--- config.mk ---
export PLATFORM = sky130hd
export DESIGN_NAME = fvn_weights
export DESIGN_NICKNAME = d
export VERILOG_FILES = /design/src/sv/fvn_pkg.sv /design/src/sv/fvn_weights.sv
export SDC_FILE = /design/constraint.sdc
export NUM_CORES = 1
export LEC_CHECK = 0
export BUFFER_PORTS_ARGS = -buffer_cell sky130_fd_sc_hd__buf_2
export CORE_ASPECT_RATIO = 1.1
export CORE_MARGIN = 2
export CORE_UTILIZATION = 40
export CTS_BUF_LIST = sky130_fd_sc_hd__clkbuf_4
export CTS_CLUSTER_SIZE = 24
export DETAILED_ROUTE_END_ITERATION = 6
export GPL_TIMING_DRIVEN = 0
export PLACE_DENSITY = 0.63
export SYNTH_ARGS = -nofsm -noshare
export SYNTH_HDL_FRONTEND = slang
export SYNTH_SLANG_ARGS = --single-unit
--- constraint.sdc ---
create_clock -name clk -period 11.25 [get_ports clk]
set_input_delay 1.6875 -clock clk [delete_from_list [all_inputs] [get_ports clk]]
set_output_delay 1.6875 -clock clk [all_outputs]
set_load 0.02 [all_outputs]
--- src/sv/fvn_pkg.sv ---
`timescale 1ns / 1ps
// Package for the fractal value noise core: sizes, hash constants, types.
// No dependencies; imported by fvn_weights and fractal_value_noise_1d_core.
package fvn_pkg;
	localparam int MAX_OCTAVES = 8;
	localparam int FRAC_BITS   = 16;
	localparam int POS_W       = 32 + FRAC_BITS;
	localparam int OCT_IW      = (MAX_OCTAVES > 1) ? $clog2(MAX_OCTAVES) : 1;
	localparam int AMP_W       = 17;
	localparam int SUM_W       = AMP_W + $clog2(MAX_OCTAVES + 1);
	localparam int RECIP_W     = 25;
	localparam int DIV_STEPS   = 41;
	localparam int DIV_CW      = $clog2(DIV_STEPS);
	localparam int V_W         = 33 + $clog2(MAX_OCTAVES + 1);
	localparam int RLO_W       = 13;
	localparam int RHI_W       = RECIP_W - RLO_W;

	localparam logic [31:0] SEED_MUL  = 32'd57;
	localparam logic [31:0] HASH_M1   = 32'd15731;
	localparam logic [31:0] HASH_A1   = 32'd789221;
	localparam logic [31:0] HASH_A2   = 32'd1376312589;
	localparam logic [AMP_W-1:0] ONE_Q16 = AMP_W'(65536);

	localparam logic [1:0] REG_SEED    = 2'd0;
	localparam logic [1:0] REG_OCTAVES = 2'd1;
	localparam logic [1:0] REG_PERSIST = 2'd2;

	typedef enum logic [1:0] {
		WT_IDLE,
		WT_AMP,
		WT_DIV
	} wt_state_t;

	typedef struct packed {
		logic [MAX_OCTAVES-1:0][AMP_W-1:0] amp;
		logic [RECIP_W-1:0]                recip;
	} weights_t;
endpackage

--- src/sv/fvn_weights.sv ---
`timescale 1ns / 1ps
// Octave weight unit: per-octave amplitudes and reciprocal of their sum.
// Depends on fvn_pkg; sequential amplitude pass then restoring division.
module fvn_weights (
	input  logic                 clk,
	input  logic                 arst_n,
	input  logic                 kick,
	input  logic [3:0]           octave_count,
	input  logic [15:0]          persistence_q16,
	output fvn_pkg::weights_t    weights,
	output logic                 busy
);
	import fvn_pkg::*;

	wt_state_t state_q, state_d;
	logic [OCT_IW-1:0]  idx_q;
	logic [DIV_CW-1:0]  dcnt_q;
	logic [AMP_W-1:0]   a_q;
	logic [SUM_W-1:0]   sum_q;
	logic [SUM_W-1:0]   rem_q;
	logic [RECIP_W-1:0] quo_q;
	logic [MAX_OCTAVES-1:0][AMP_W-1:0] amp_q;
	logic [4:0]         n_used;
	logic               in_use;
	logic [32:0]        a_prod;
	logic [SUM_W:0]     trial;
	logic               take;
	logic               last_oct;

	always_comb begin
		n_used = {1'b0, octave_count};
		if (octave_count == 4'd0) n_used = 5'd1;
		if (n_used > 5'(MAX_OCTAVES)) n_used = 5'(MAX_OCTAVES);
		in_use   = {{(32-OCT_IW){1'b0}}, idx_q} < 32'(n_used);
		a_prod   = {16'd0, a_q} * {17'd0, persistence_q16};
		trial    = {rem_q, (dcnt_q == DIV_CW'(DIV_STEPS - 1))};
		take     = trial >= {1'b0, sum_q};
		last_oct = idx_q == OCT_IW'(MAX_OCTAVES - 1);
	end

	// A kick restarts the pass from the first octave, even mid-pass.
	always_comb begin
		state_d = state_q;
		if (kick) begin
			state_d = WT_AMP;
		end else begin
			case (state_q)
				WT_IDLE: state_d = WT_IDLE;
				WT_AMP:  if (last_oct) state_d = WT_DIV;
				WT_DIV:  if (dcnt_q == '0) state_d = WT_IDLE;
				default: state_d = WT_IDLE;
			endcase
		end
	end

	always_ff @(posedge clk or negedge arst_n) begin
		if (!arst_n) begin
			state_q <= WT_AMP;
			idx_q   <= '0;
			dcnt_q  <= DIV_CW'(DIV_STEPS - 1);
			a_q     <= ONE_Q16;
			sum_q   <= '0;
		end else begin
			state_q <= state_d;
			if (kick) begin
				idx_q  <= '0;
				dcnt_q <= DIV_CW'(DIV_STEPS - 1);
				a_q    <= ONE_Q16;
				sum_q  <= '0;
			end else begin
				case (state_q)
					WT_IDLE: begin
						idx_q  <= '0;
						dcnt_q <= DIV_CW'(DIV_STEPS - 1);
						a_q    <= ONE_Q16;
						sum_q  <= '0;
					end
					WT_AMP: begin
						idx_q <= idx_q + OCT_IW'(1);
						a_q   <= a_prod[32:16];
						if (in_use) sum_q <= sum_q + SUM_W'(a_q);
					end
					WT_DIV: dcnt_q <= dcnt_q - DIV_CW'(1);
					default: ;
				endcase
			end
		end
	end

	// Amplitudes, remainder and quotient are payload; the reset pass fills them.
	always_ff @(posedge clk) begin
		if (state_q == WT_AMP) begin
			amp_q[idx_q] <= in_use ? a_q : '0;
			rem_q        <= '0;
		end
		if (state_q == WT_DIV) begin
			rem_q <= take ? SUM_W'(trial - {1'b0, sum_q}) : trial[SUM_W-1:0];
			quo_q <= {quo_q[RECIP_W-2:0], take};
		end
	end

	assign weights.amp   = amp_q;
	assign weights.recip = quo_q;
	assign busy          = (state_q != WT_IDLE) || kick;
endmodule

==> flow_summary_export.csv, run 1 <==
group,metric,value,unit
run_status,outcome,"completed",
routing,avgViaCountPerCell,5.13,
worst_setup_path,cp-start-kind,"primary input",
clocking,clock_latency,0.69,ns
worst_setup_path,path_buf_inv,5,
cells_and_area,final_util,0.459,
routing,drcViolationCount,0,
sta,finalSetupViolCount,0,
clocking,clkSinkCount,231,
grt,groute.usage.overall,0.201,
grt,grt_pass1_vias,13807,
routing,drt-pass1-iter-count,5,
worst_setup_path,timing.rr.end,"a_q[15]$_DFFE_PN0P_",
sta,fmax,0.129,GHz
sta,setup-tns-final,0,ns
sta,fin_skew,0.0372,ns
worst_setup_path,arrival,8.28,ns
worst_setup_path,slowest_stage,"fa_1",
grt,antenna_found_initial,1,
logic_synthesis,async_flop_share,0.212,
logic_synthesis,netlist_area,18500,µm²
min_path,min-delay-start,"quo_q[14]$_DFFE_PN_",
min_path,whs_endpoint,"quo_q[15]$_DFFE_PN_",
worst_setup_path,crit_type,"in2reg",
logic_synthesis,ys.flop_type,"edfxtp_1",
cells_and_area,drive_gt1_frac,0.153,
floorplanning,ioPinCount,185,
logic_synthesis,syn_area_per_cell,10.8,µm²
logic_synthesis,ys_seq_area_frac,0.363,
logic_synthesis,synth_warnings,0,
routing,postRouteAntennaNets,0,
logic_synthesis,synth-seq-cells,231,
worst_setup_path,rr_worst_depth,22,
clocking,post_cts_buffers,0,
sta,maxSlewViolCount,0,
worst_setup_path,crit_path_max_fanout,10,
cells_and_area,final_nets,2322,
floorplanning,die_x,209,µm
logic_synthesis,synth_fp_nets,2082,
sta,min_period_over_period,0.689,
clocking,cts_inserted_buffers,50,
logic_synthesis,synth_area_leaders,"edfxtp_1, fa_1, ha_1",
logic_synthesis,postSynthCellCount,1702,
sta,maxSlewHeadroom,0.194,
routing,num_vias,13188,
floorplanning,die_area,47900,µm²
logic_synthesis,synth_cell_types,77,
clocking,cts_max_path_buffers,3,
sta,tightest_slew,1.21,ns
clocking,path_clk_slew,0.07,ns
placement,dp_cells,2478,
sta,hold_violations,0,
routing,drtIter0Drc,691,
cells_and_area,fin_cells,2573,
grt,grt_pass1_wl,75.8,mm
floorplanning,rows,82,
job,maxCapViolCount,0,
worst_setup_path,critPathTopFamily,"adder cells",
worst_setup_path,cpPeakStageDelay,0.55,ns
sta,period_minus_slack,7.75,ns
logic_synthesis,synth-edff-count,182,
clocking,cts_root_buf,"clkbuf_4",
clocking,htree_levels,2,
floorplanning,start_util,0.405,
logic_synthesis,synth_top_area_frac,0.296,
sta,rsz0062_at_grt,"no",
routing,postRouteWirelength,47.6,mm
worst_setup_path,endpoint_kind,"flip-flop",
worst_setup_path,cp_cell_sequence,"clkbuf_1 -> clkbuf_1 -> nand2_1 -> fa_1 -> fa_1 -> inv_1 -> fa_1 -> fa_1 -> fa_1 -> inv_1 -> fa_1 -> inv_1 -> ha_1 -> a21o_1 -> a21o_1 -> a21oi_1 -> o21ai_0 -> o21ai_2 -> a31oi_2 -> a221o_1 -> xnor2_1 -> o21ai_1",
cells_and_area,area.growth.synth_to_final,13.3,%
min_path,hold_class,"reg2reg",
worst_setup_path,r2r-start,"a_q[9]$_DFFE_PN0P_",
routing,wl_per_cell,18.5,µm
placement,place_hpwl,36.8,mm
worst_setup_path,path_common_cell,"fa_1",
grt,grt_overflow,0,
sta,post-route-worst-setup-slack,3.50,ns
worst_setup_path,reg2reg_slack,3.94,ns
clocking,hold_buffers,0,
placement,gp_congestion,0.877,
placement,port_buffers,181,
floorplanning,core_region_area,45600,µm²
clocking,cts_tree,"yes",
grt,grt_max_degree,50,
placement,dp_slack,2.74,ns
floorplanning,die_y,229,µm
min_path,hold_depth,0,
clocking,cts_resized,0,
worst_setup_path,required,11.78,ns
logic_synthesis,yosysTopAreaCell,"edfxtp_1",
==> flip-flops by register name, summed over array words and instances (netlist names) <==
name,count
dcnt_q,6
quo_q,25
a_q,17
sum_q,21
rem_q,21
weights,136
state_q,2
idx_q,3
==> worst max path at each step <==
stage	start	end	slack, ns	depth (start not counted)
finish	persistence_q16[8]	a_q[15]$_DFFE_PN0P_	3.50	22
CTS	persistence_q16[8]	a_q[15]$_DFFE_PN0P_	3.49	22
detailed placement	persistence_q16[8]	a_q[15]$_DFFE_PN0P_	2.74	22
global placement	persistence_q16[8]	a_q[15]$_DFFE_PN0P_	2.84	22
floorplan	persistence_q16[7]	a_q[15]$_DFFE_PN0P_	3.78	22
global route	persistence_q16[8]	a_q[15]$_DFFE_PN0P_	3.14	22
==> synth_stat cells (5+ instances only) <==
| library cell | count |
|---|---|
| a21oi_1 | 53 |
| a31oi_1 | 5 |
| edfxtp_1 | 182 |
| nand4_1 | 7 |
| xor2_1 | 10 |
| nor2b_1 | 22 |
| nor2_1 | 54 |
| clkbuf_1 | 54 |
| nand2b_1 | 13 |
| dfrtp_1 | 45 |
| fa_1 | 209 |
| a22o_1 | 8 |
| nand2_1 | 216 |
| nor3_1 | 21 |
| xnor2_1 | 32 |
| o21a_1 | 11 |
| and3_1 | 6 |
| inv_1 | 283 |
| nand3_1 | 16 |
| and2_1 | 123 |
| o21ai_2 | 5 |
| a211oi_1 | 5 |
| or3_1 | 8 |
| a21o_1 | 22 |
| o31ai_1 | 11 |
| o21ai_0 | 44 |
| ha_1 | 148 |
| mux2i_1 | 11 |
==> layout by cell type, fill, tap and decap left out, types with 19 or more instances in the layout <==
cell / instances
a21o_1: 22
a21oi_1: 53
and2_1: 123
buf_2: 183
clkbuf_1: 54
clkbuf_4: 70
dfrtp_1: 45
edfxtp_1: 182
fa_1: 209
ha_1: 148
inv_1: 283
nand2_1: 216
nor2_1: 48
nor2b_1: 22
nor3_1: 19
o21ai_0: 44
xnor2_1: 32
==> routing by layer <==
metal,up-vias,part of all wire,GRT usage
met1,6614,0.44,0.265
met2,416,0.48,0.342
met3,74,0.055,0.0259
li1,6084,-,-
met4,0,0.029,0.0703
met5,-,0,0
==> final cells by class <==
type	instances	area [µm²]
flip-flops and latches	231	6700
multi-input cells	1127	10500
diodes	1	2.50
well taps	588	736
fillers	4269	24600
clock inverters	24	134
clock buffers	70	526
repair buffers	188	1030
inverters	284	1070
plain buffers	60	239
==> kinds of logic after synthesis <==
family | after synthesis | synth area share
buffers and inverters | 344 | 0.0707
DFF | 231 | 0.363
AOI/OAI and AO/OA | 220 | 0.0834
and+or+nand+nor | 496 | 0.130
xor gates and xnor gates | 42 | 0.0199
muxes | 12 | 0.00657
adders and majority gates | 357 | 0.327
==> through the flow <==
stage	cell area, µm²	hold WS, ns
after floorplan	18500	0.469
after global placement	20100	0.431
after detailed placement	20300	0.429
after CTS	20900	0.441
after global routing	20900	0.461
final	20900	0.438
Power of run 1 is left out: the tool's default activity adds up to more than one toggle a clock period on the data nets, which glitch-free logic cannot reach.
==> run 2, diff against run 1 <==
--- a/config.mk
+++ b/config.mk
@@ -13,7 +13,7 @@
 export CTS_CLUSTER_SIZE = 24
 export DETAILED_ROUTE_END_ITERATION = 6
 export GPL_TIMING_DRIVEN = 0
-export PLACE_DENSITY = 0.63
+export PLACE_DENSITY = 0.65
 export SYNTH_ARGS = -nofsm -noshare
 export SYNTH_HDL_FRONTEND = slang
 export SYNTH_SLANG_ARGS = --single-unit
==> constraint.sdc (replaced) <==
create_clock -name clk -period 6.5 [get_ports clk]
set_input_delay 0.975 -clock clk [delete_from_list [all_inputs] [get_ports clk]]
set_output_delay 0.975 -clock clk [all_outputs]
set_load 0.02 [all_outputs]
==> run 2 against run 1 <==
Compared with the run above:
- setup slack got worse by 3.3 ns
- clock-buffer cell count fell by 9
- critical path depth did not move
- cell count rose by 0.58%
- via count rose by 1.1%
- final area rose by 2.3%
- register-to-register slack got worse by 3.7 ns
- flip-flop and latch count did not move
- clock skew fell by 0.0080 ns
- global-route usage rose by 0.20 points
- critical endpoint unchanged
==> flow_summary_export.csv, run 2 (same netlist as run 1, synthesis figures left out) <==
group,metric,value,unit
clocking,clock_latency,0.69,ns
routing,wl_per_cell,18.5,µm
sta,tightest_slew,1.20,ns
clocking,clkSinkCount,231,
min_path,hold_class,"reg2reg",
routing,avgViaCountPerCell,5.15,
job,maxCapViolCount,0,
clocking,hold_buffers,0,
worst_setup_path,path_buf_inv,5,
routing,num_vias,13336,
worst_setup_path,critPathCapture,"a_q[15]$_DFFE_PN0P_",
worst_setup_path,critPathTopFamily,"adder cells",
clocking,cts_max_path_buffers,3,
cells_and_area,stdcell_area,21400,µm²
run_status,outcome,"completed",
cells_and_area,final_cell_mix,"inv_1, nand2_1, fa_1",
worst_setup_path,cp_cell_sequence,"clkbuf_2 -> clkbuf_8 -> nand2_1 -> fa_1 -> fa_1 -> inv_1 -> fa_1 -> fa_1 -> fa_1 -> inv_1 -> fa_1 -> inv_1 -> ha_1 -> a21o_1 -> a21o_1 -> a21oi_1 -> o21ai_1 -> o21ai_2 -> a31oi_4 -> a221o_1 -> xnor2_2 -> o21ai_1",
worst_setup_path,required,7.04,ns
grt,groute.usage.overall,0.203,
floorplanning,start_util,0.405,
sta,rsz0062_at_grt,"yes",
sta,min_period_over_period,0.973,
floorplanning,rows,82,
floorplanning,die_y,229,µm
sta,fmax,0.158,GHz
worst_setup_path,rr_worst_depth,19,
cells_and_area,largest_reg_flops,136,
grt,grt_pass1_vias,14065,
worst_setup_path,timing.rr.end,"a_q[15]$_DFFE_PN0P_",
sta,maxSlewHeadroom,0.202,
routing,drcViolationCount,0,
worst_setup_path,cp.depth,22,
placement,place_hpwl,37.0,mm
cells_and_area,layout_commonest_cell,"inv_1",
sta,fin_skew,0.0292,ns
grt,grt_overflow,0,
routing,postRouteAntennaNets,0,
grt,antenna_found_initial,3,
placement,dp_cells,2479,
cells_and_area,final_nets,2338,
floorplanning,core_region_area,45600,µm²
floorplanning,die_area,47900,µm²
sta,hold_violations,0,
routing,postRouteWirelength,47.9,mm
worst_setup_path,cpPeakStageDelay,0.55,ns
cells_and_area,area.growth.synth_to_final,15.8,%
worst_setup_path,arrival,6.86,ns
cells_and_area,nFillCells,4204,
clocking,cts_tree,"yes",
worst_setup_path,r2r-start,"a_q[2]$_DFFE_PN0P_",
sta,period_minus_slack,6.32,ns
cells_and_area,fin_cells,2588,
routing,drt-pass1-iter-count,5,
clocking,cts_root_buf,"clkbuf_4",
grt,grt_pass1_wl,76.4,mm
clocking,path_clk_slew,0.07,ns
worst_setup_path,slowest_stage,"fa_1",
placement,placedInstanceArea,20300,µm²
clocking,htree_levels,2,
worst_setup_path,cp-start-kind,"primary input",
worst_setup_path,path_common_cell,"fa_1",
cells_and_area,drive_gt1_frac,0.186,
floorplanning,die_x,209,µm
worst_setup_path,endpoint_kind,"flip-flop",
sta,hold_slack,0.444,ns
routing,drtIter0Drc,787,
clocking,cts_inserted_buffers,51,
grt,grt_max_degree,50,
worst_setup_path,crit_path_max_fanout,10,
floorplanning,ioPinCount,185,
placement,gp_congestion,0.882,
placement,port_buffers,181,
worst_setup_path,crit_type,"in2reg",
sta,finalSetupViolCount,0,
sta,maxSlewViolCount,0,
worst_setup_path,startpoint,"persistence_q16[8]",
worst_setup_path,reg2reg_slack,0.21,ns
-- run 2: cell count changes in the layout (fill, tap and decap cells not counted), sizes merged --
cell,delta
clkbuf,-32
bufinv,+1
buf,+38
clkinv,+9
clkinvlp,-1
-- run 2: repair_timing --
action | CTS | global route
endpoints found under the setup margin | 16 | 9
setup buffers | 1 | 21
resized for setup | 61 | 54
pin swaps | 1 | 8
-- run 2: routing by layer --
metal	vias to the layer above	global-route usage	share of wire
met5	-	0	0.00052
met3	107	0.0304	0.055
li1	6115	-	-
met4	4	0.0940	0.041
met1	6635	0.266	0.43
met2	475	0.334	0.48
-- run 2: layout make-up --
class / instances / area (µm²) / area share
Clock buffer: 61 / 458 / 0.0214
Timing Repair Buffer: 211 / 1240 / 0.0579
Multi-Input combinational cell: 1127 / 10600 / 0.495
Sequential cell: 231 / 6710 / 0.314
Antenna cell: 1 / 2.50 / 0.000117
Tap cell: 588 / 736 / 0.0344
Clock inverter: 33 / 205 / 0.00959
Buffer: 52 / 383 / 0.0179
Inverter: 284 / 1070 / 0.0498
-- run 2: how the worst min path moves through the flow --
stage / startpoint / end / slack (ns) / cells past startpoint
6_report: quo_q[11]$_DFFE_PN_ / quo_q[12]$_DFFE_PN_ / 0.44 / 0
4_1_cts: quo_q[11]$_DFFE_PN_ / quo_q[12]$_DFFE_PN_ / 0.45 / 0
3_3_place_gp: quo_q[17]$_DFFE_PN_ / quo_q[18]$_DFFE_PN_ / 0.43 / 0
5_1_grt: quo_q[11]$_DFFE_PN_ / quo_q[12]$_DFFE_PN_ / 0.46 / 0
2_1_floorplan: sum_q[14]$_DFFE_PN0P_ / sum_q[14]$_DFFE_PN0P_ / 0.47 / 2
3_5_place_dp: quo_q[11]$_DFFE_PN_ / quo_q[12]$_DFFE_PN_ / 0.43 / 0
-- run 2: through the flow --
step	TNS, ns	worst slack [ns]	utilization
after floorplan	0	0.0168	-
after global placement	-9.05	-0.894	0.442
after detailed placement	-10.11	-0.951	0.446
after CTS	0	0.00573	0.463
after global routing	-0.0967	-0.0341	0.469
final	0	0.177	0.469
Power of run 2 is left out for the same reason.
==> run 3, diff against run 2 <==
--- a/config.mk
+++ b/config.mk
@@ -5,15 +5,16 @@
 export SDC_FILE = /design/constraint.sdc
 export NUM_CORES = 1
 export LEC_CHECK = 0
+export ABC_AREA = 1
 export BUFFER_PORTS_ARGS = -buffer_cell sky130_fd_sc_hd__buf_2
 export CORE_ASPECT_RATIO = 1.1
 export CORE_MARGIN = 2
 export CORE_UTILIZATION = 40
-export CTS_BUF_LIST = sky130_fd_sc_hd__clkbuf_4
+export CTS_BUF_LIST = sky130_fd_sc_hd__clkbuf_4 sky130_fd_sc_hd__clkbuf_8
 export CTS_CLUSTER_SIZE = 24
 export DETAILED_ROUTE_END_ITERATION = 6
 export GPL_TIMING_DRIVEN = 0
-export PLACE_DENSITY = 0.65
+export PLACE_DENSITY_LB_ADDON = 0.12
 export SYNTH_ARGS = -nofsm -noshare
 export SYNTH_HDL_FRONTEND = slang
 export SYNTH_SLANG_ARGS = --single-unit
==> run 3 against run 2 <==
Compared with the run above:
- final area up 5.4%
- clock-buffer cell count down 9
- critical path type is now reg2reg
- hold slack improved by 0.0026 ns
- setup slack improved by 0.065 ns
- wire length grew 20%
- highest routed layer is now met4
- critical endpoint is now a_q[9]$_DFFE_PN0P_
- clock skew is 0.0074 ns higher
- critical path depth increased by 1
- largest cell class unchanged
- first-iteration DRC count increased by 14%
- via count is 18% higher
==> flow_summary_export.csv, run 3 <==
group,metric,value,unit
logic_synthesis,synth_area_leaders,"edfxtp_1, fa_1, nand2_1",
worst_setup_path,crit_type,"reg2reg",
logic_synthesis,syn_area_per_cell,8.56,µm²
routing,drtIter0Drc,896,
grt,grt_pass1_wl,91.5,mm
floorplanning,die_x,217,µm
logic_synthesis,ys_seq_area_frac,0.336,
cells_and_area,area.growth.synth_to_final,13.1,%
sta,maxSlewViolCount,0,
logic_synthesis,synth_warnings,0,
routing,postRouteAntennaNets,0,
sta,fin_skew,0.0365,ns
sta,hold_violations,0,
logic_synthesis,synth_cell_types,41,
cells_and_area,final_nets,2917,
routing,num_vias,15708,
clocking,cts_tree,"yes",
cells_and_area,drive_gt1_frac,0.130,
placement,place_hpwl,46.3,mm
logic_synthesis,async_flop_share,0.212,
power,switchingPower,5700,µW
power,ir_drop,0.390,mV
clocking,cts_root_buf,"clkbuf_8",
routing,postRouteWirelength,57.7,mm
power,pwr-share-comb,0.710,
worst_setup_path,required,6.92,ns
sta,fmax,0.160,GHz
logic_synthesis,postSynthCellCount,2329,
grt,grt_overflow,0,
grt,grt_pass1_vias,16547,
cells_and_area,layout_commonest_cell,"nand2_1",
floorplanning,ioPinCount,185,
sta,tightest_slew,1.25,ns
power,p_int,5090,µW
cells_and_area,largest_reg_flops,136,
power,pwr-share-clk,0.115,
routing,avgViaCountPerCell,4.89,
placement,gp_congestion,0.905,
grt,antenna_found_initial,1,
power,leakagePower,0.0116,µW
worst_setup_path,cp-start-kind,"flip-flop",
worst_setup_path,cp_cell_sequence,"clkbuf_2 -> clkbuf_4 -> nand2_1 -> fa_1 -> inv_1 -> fa_1 -> fa_1 -> fa_1 -> fa_1 -> inv_1 -> fa_1 -> inv_1 -> ha_1 -> nand2_1 -> nor2_1 -> inv_1 -> nor3_1 -> nand2_1 -> and2_1 -> nand2_1 -> nand2_1 -> nand3_1 -> nand2_1",
routing,wl_per_cell,17.9,µm
floorplanning,start_util,0.406,
placement,port_buffers,168,
logic_synthesis,ys.flop_type,"edfxtp_1",
logic_synthesis,yosysTopAreaCell,"edfxtp_1",
power,powerDensity,478,nW/µm²
logic_synthesis,ys_top_cells_by_count,"nand2_1, inv_1, fa_1",
grt,grt_busiest_layer,"met2",
sta,finalSetupViolCount,0,
cells_and_area,final_util,0.459,
worst_setup_path,crit_path_max_fanout,10,
logic_synthesis,netlist_area,19900,µm²
run_status,outcome,"completed",
clocking,post_cts_buffers,0,
worst_setup_path,endpoint_kind,"flip-flop",
clocking,clock_latency,0.57,ns
routing,drcViolationCount,0,
clocking,hold_buffers,0,
clocking,cts_inserted_buffers,35,
sta,period_minus_slack,6.26,ns
worst_setup_path,slowest_stage,"fa_1",
worst_setup_path,arrival,6.68,ns
cells_and_area,nFillCells,4971,
clocking,htree_levels,2,
sta,maxSlewHeadroom,0.167,
sta,rsz0062_at_grt,"no",
logic_synthesis,synth_top_area_frac,0.274,
clocking,clkSinkCount,231,
clocking,cts_max_path_buffers,3,
placement,dp_slack,-0.857,ns
power,p_seq_frac,0.174,
floorplanning,die_y,238,µm
grt,groute.usage.overall,0.229,
grt,use_met1,0.300,
routing,drt-pass1-iter-count,5,
clocking,path_clk_slew,0.06,ns
floorplanning,core_region_area,49100,µm²
grt,grt_max_degree,50,
sta,post-route-worst-setup-slack,0.243,ns
logic_synthesis,yosysMostFrequentCell,"nand2_1",
sta,min_period_over_period,0.963,
power,p_sw_frac,0.528,
logic_synthesis,synth_fp_nets,2709,
min_path,hold_class,"reg2reg",
grt,gr-usage-met3,0.0200,
floorplanning,die_area,51600,µm²
logic_synthesis,synth-edff-count,182,
logic_synthesis,synth-seq-cells,231,
grt,grtUsageMet2,0.399,
cells_and_area,final_cell_mix,"nand2_1, inv_1, fa_1",
job,maxCapViolCount,0,
floorplanning,rows,85,
worst_setup_path,cpPeakStageDelay,0.58,ns
run 3: changes by cell type after synthesis, moves of 11 or more:
cell      delta
nand2b_1    -13
nor2b_1     -22
mux2i_1     -11
a21oi_1     +37
a21o_1      -19
nor2_1     +120
and2_1     -120
xnor2_1     -22
nand3_1     +57
nand2_1    +401
inv_1      +243
o21ai_0     +31
run 3: kinds of logic (layout without fill, tap and decap cells):
kind of cell / Yosys count / after routing / share of synthesized area
flip-flops: 231 / 231 / 0.336
XOR/XNOR: 16 / 16 / 0.00703
AO/OA/AOI/OAI: 204 / 204 / 0.0552
other: 0 / 1 / 0
adder cells (fa/ha/maj): 357 / 357 / 0.303
AND/OR/NAND/NOR: 914 / 914 / 0.183
buffers and inverters: 607 / 840 / 0.116
run 3: metal layers:
layer  routed length (µm)  up-vias
met3                 2600      103
met2                28000      425
met4                 1860        0
li1                     -     7543
met1                25200     7637
met5                    0        -
run 3: worst paths after layout:
kind	startpoint	endpoint	slack (ns)	depth (start not counted)
min reg2reg	quo_q[12]$_DFFE_PN_	quo_q[13]$_DFFE_PN_	0.45	0
min	quo_q[12]$_DFFE_PN_	quo_q[13]$_DFFE_PN_	0.45	0
max in group asynchronous	arst_n	a_q[1]$_DFFE_PN0P_	5.13	1
max reg2reg	a_q[9]$_DFFE_PN0P_	a_q[9]$_DFFE_PN0P_	0.24	23
min in group asynchronous	arst_n	dcnt_q[1]$_DFFE_PN0P_	0.64	1
max	a_q[9]$_DFFE_PN0P_	a_q[9]$_DFFE_PN0P_	0.24	23
run 3: layout make-up:
cell class | instances | area [µm²] | share of cell area
Inverter | 529 | 1990 | 0.0881
Sequential cell | 231 | 6700 | 0.297
Multi-Input combinational cell | 1491 | 10900 | 0.486
Timing Repair Buffer | 176 | 957 | 0.0425
Clock inverter | 10 | 91.3 | 0.00405
Antenna cell | 1 | 2.50 | 0.000111
Clock buffer | 52 | 628 | 0.0279
Buffer | 73 | 417 | 0.0185
Tap cell | 652 | 816 | 0.0362
run 3: power by group through the flow:
stage	Combinational (µW)	Clock [µW]	Sequential (µW)
final	7660	1240	1880
after global placement	7580	0	1910
after CTS	7670	1280	1880
after floorplan	5310	0	1950
after global routing	8780	1330	1900
after detailed placement	7600	0	1910
run 3: repair_timing:
item                                    CTS  global route
pin swaps                                 0             0
resized for setup                        44            66
endpoints found under the setup margin   17            16
run 3: critical path: cells and delay by family (launching register included):
| kind | cells | cell delay (ns) |
|---|---|---|
| fa+ha+maj | 7 | 3.66 |
| simple gates | 10 | 1.16 |
| buf+inv | 6 | 0.94 |
| flops | 1 | 0.35 |
run 3: stage by stage:
| step | setup TNS [ns] | power, µW | std cells | hold WS, ns | instance area [µm²] |
|---|---|---|---|---|---|
| finish | 0 | 10800 | 3215 | 0.447 | 22500 |
| global route | 0 | 12000 | 3215 | 0.458 | 22500 |
| CTS | 0 | 10800 | 3218 | 0.449 | 22500 |
| detailed placement | -11.29 | 9510 | 3157 | 0.428 | 21700 |
| global placement | -11.55 | 9490 | 3149 | 0.428 | 21600 |
| floorplan | 0 | 7260 | 2329 | 0.454 | 19900 |
No activity file was read; power rests on OpenSTA's default activity.
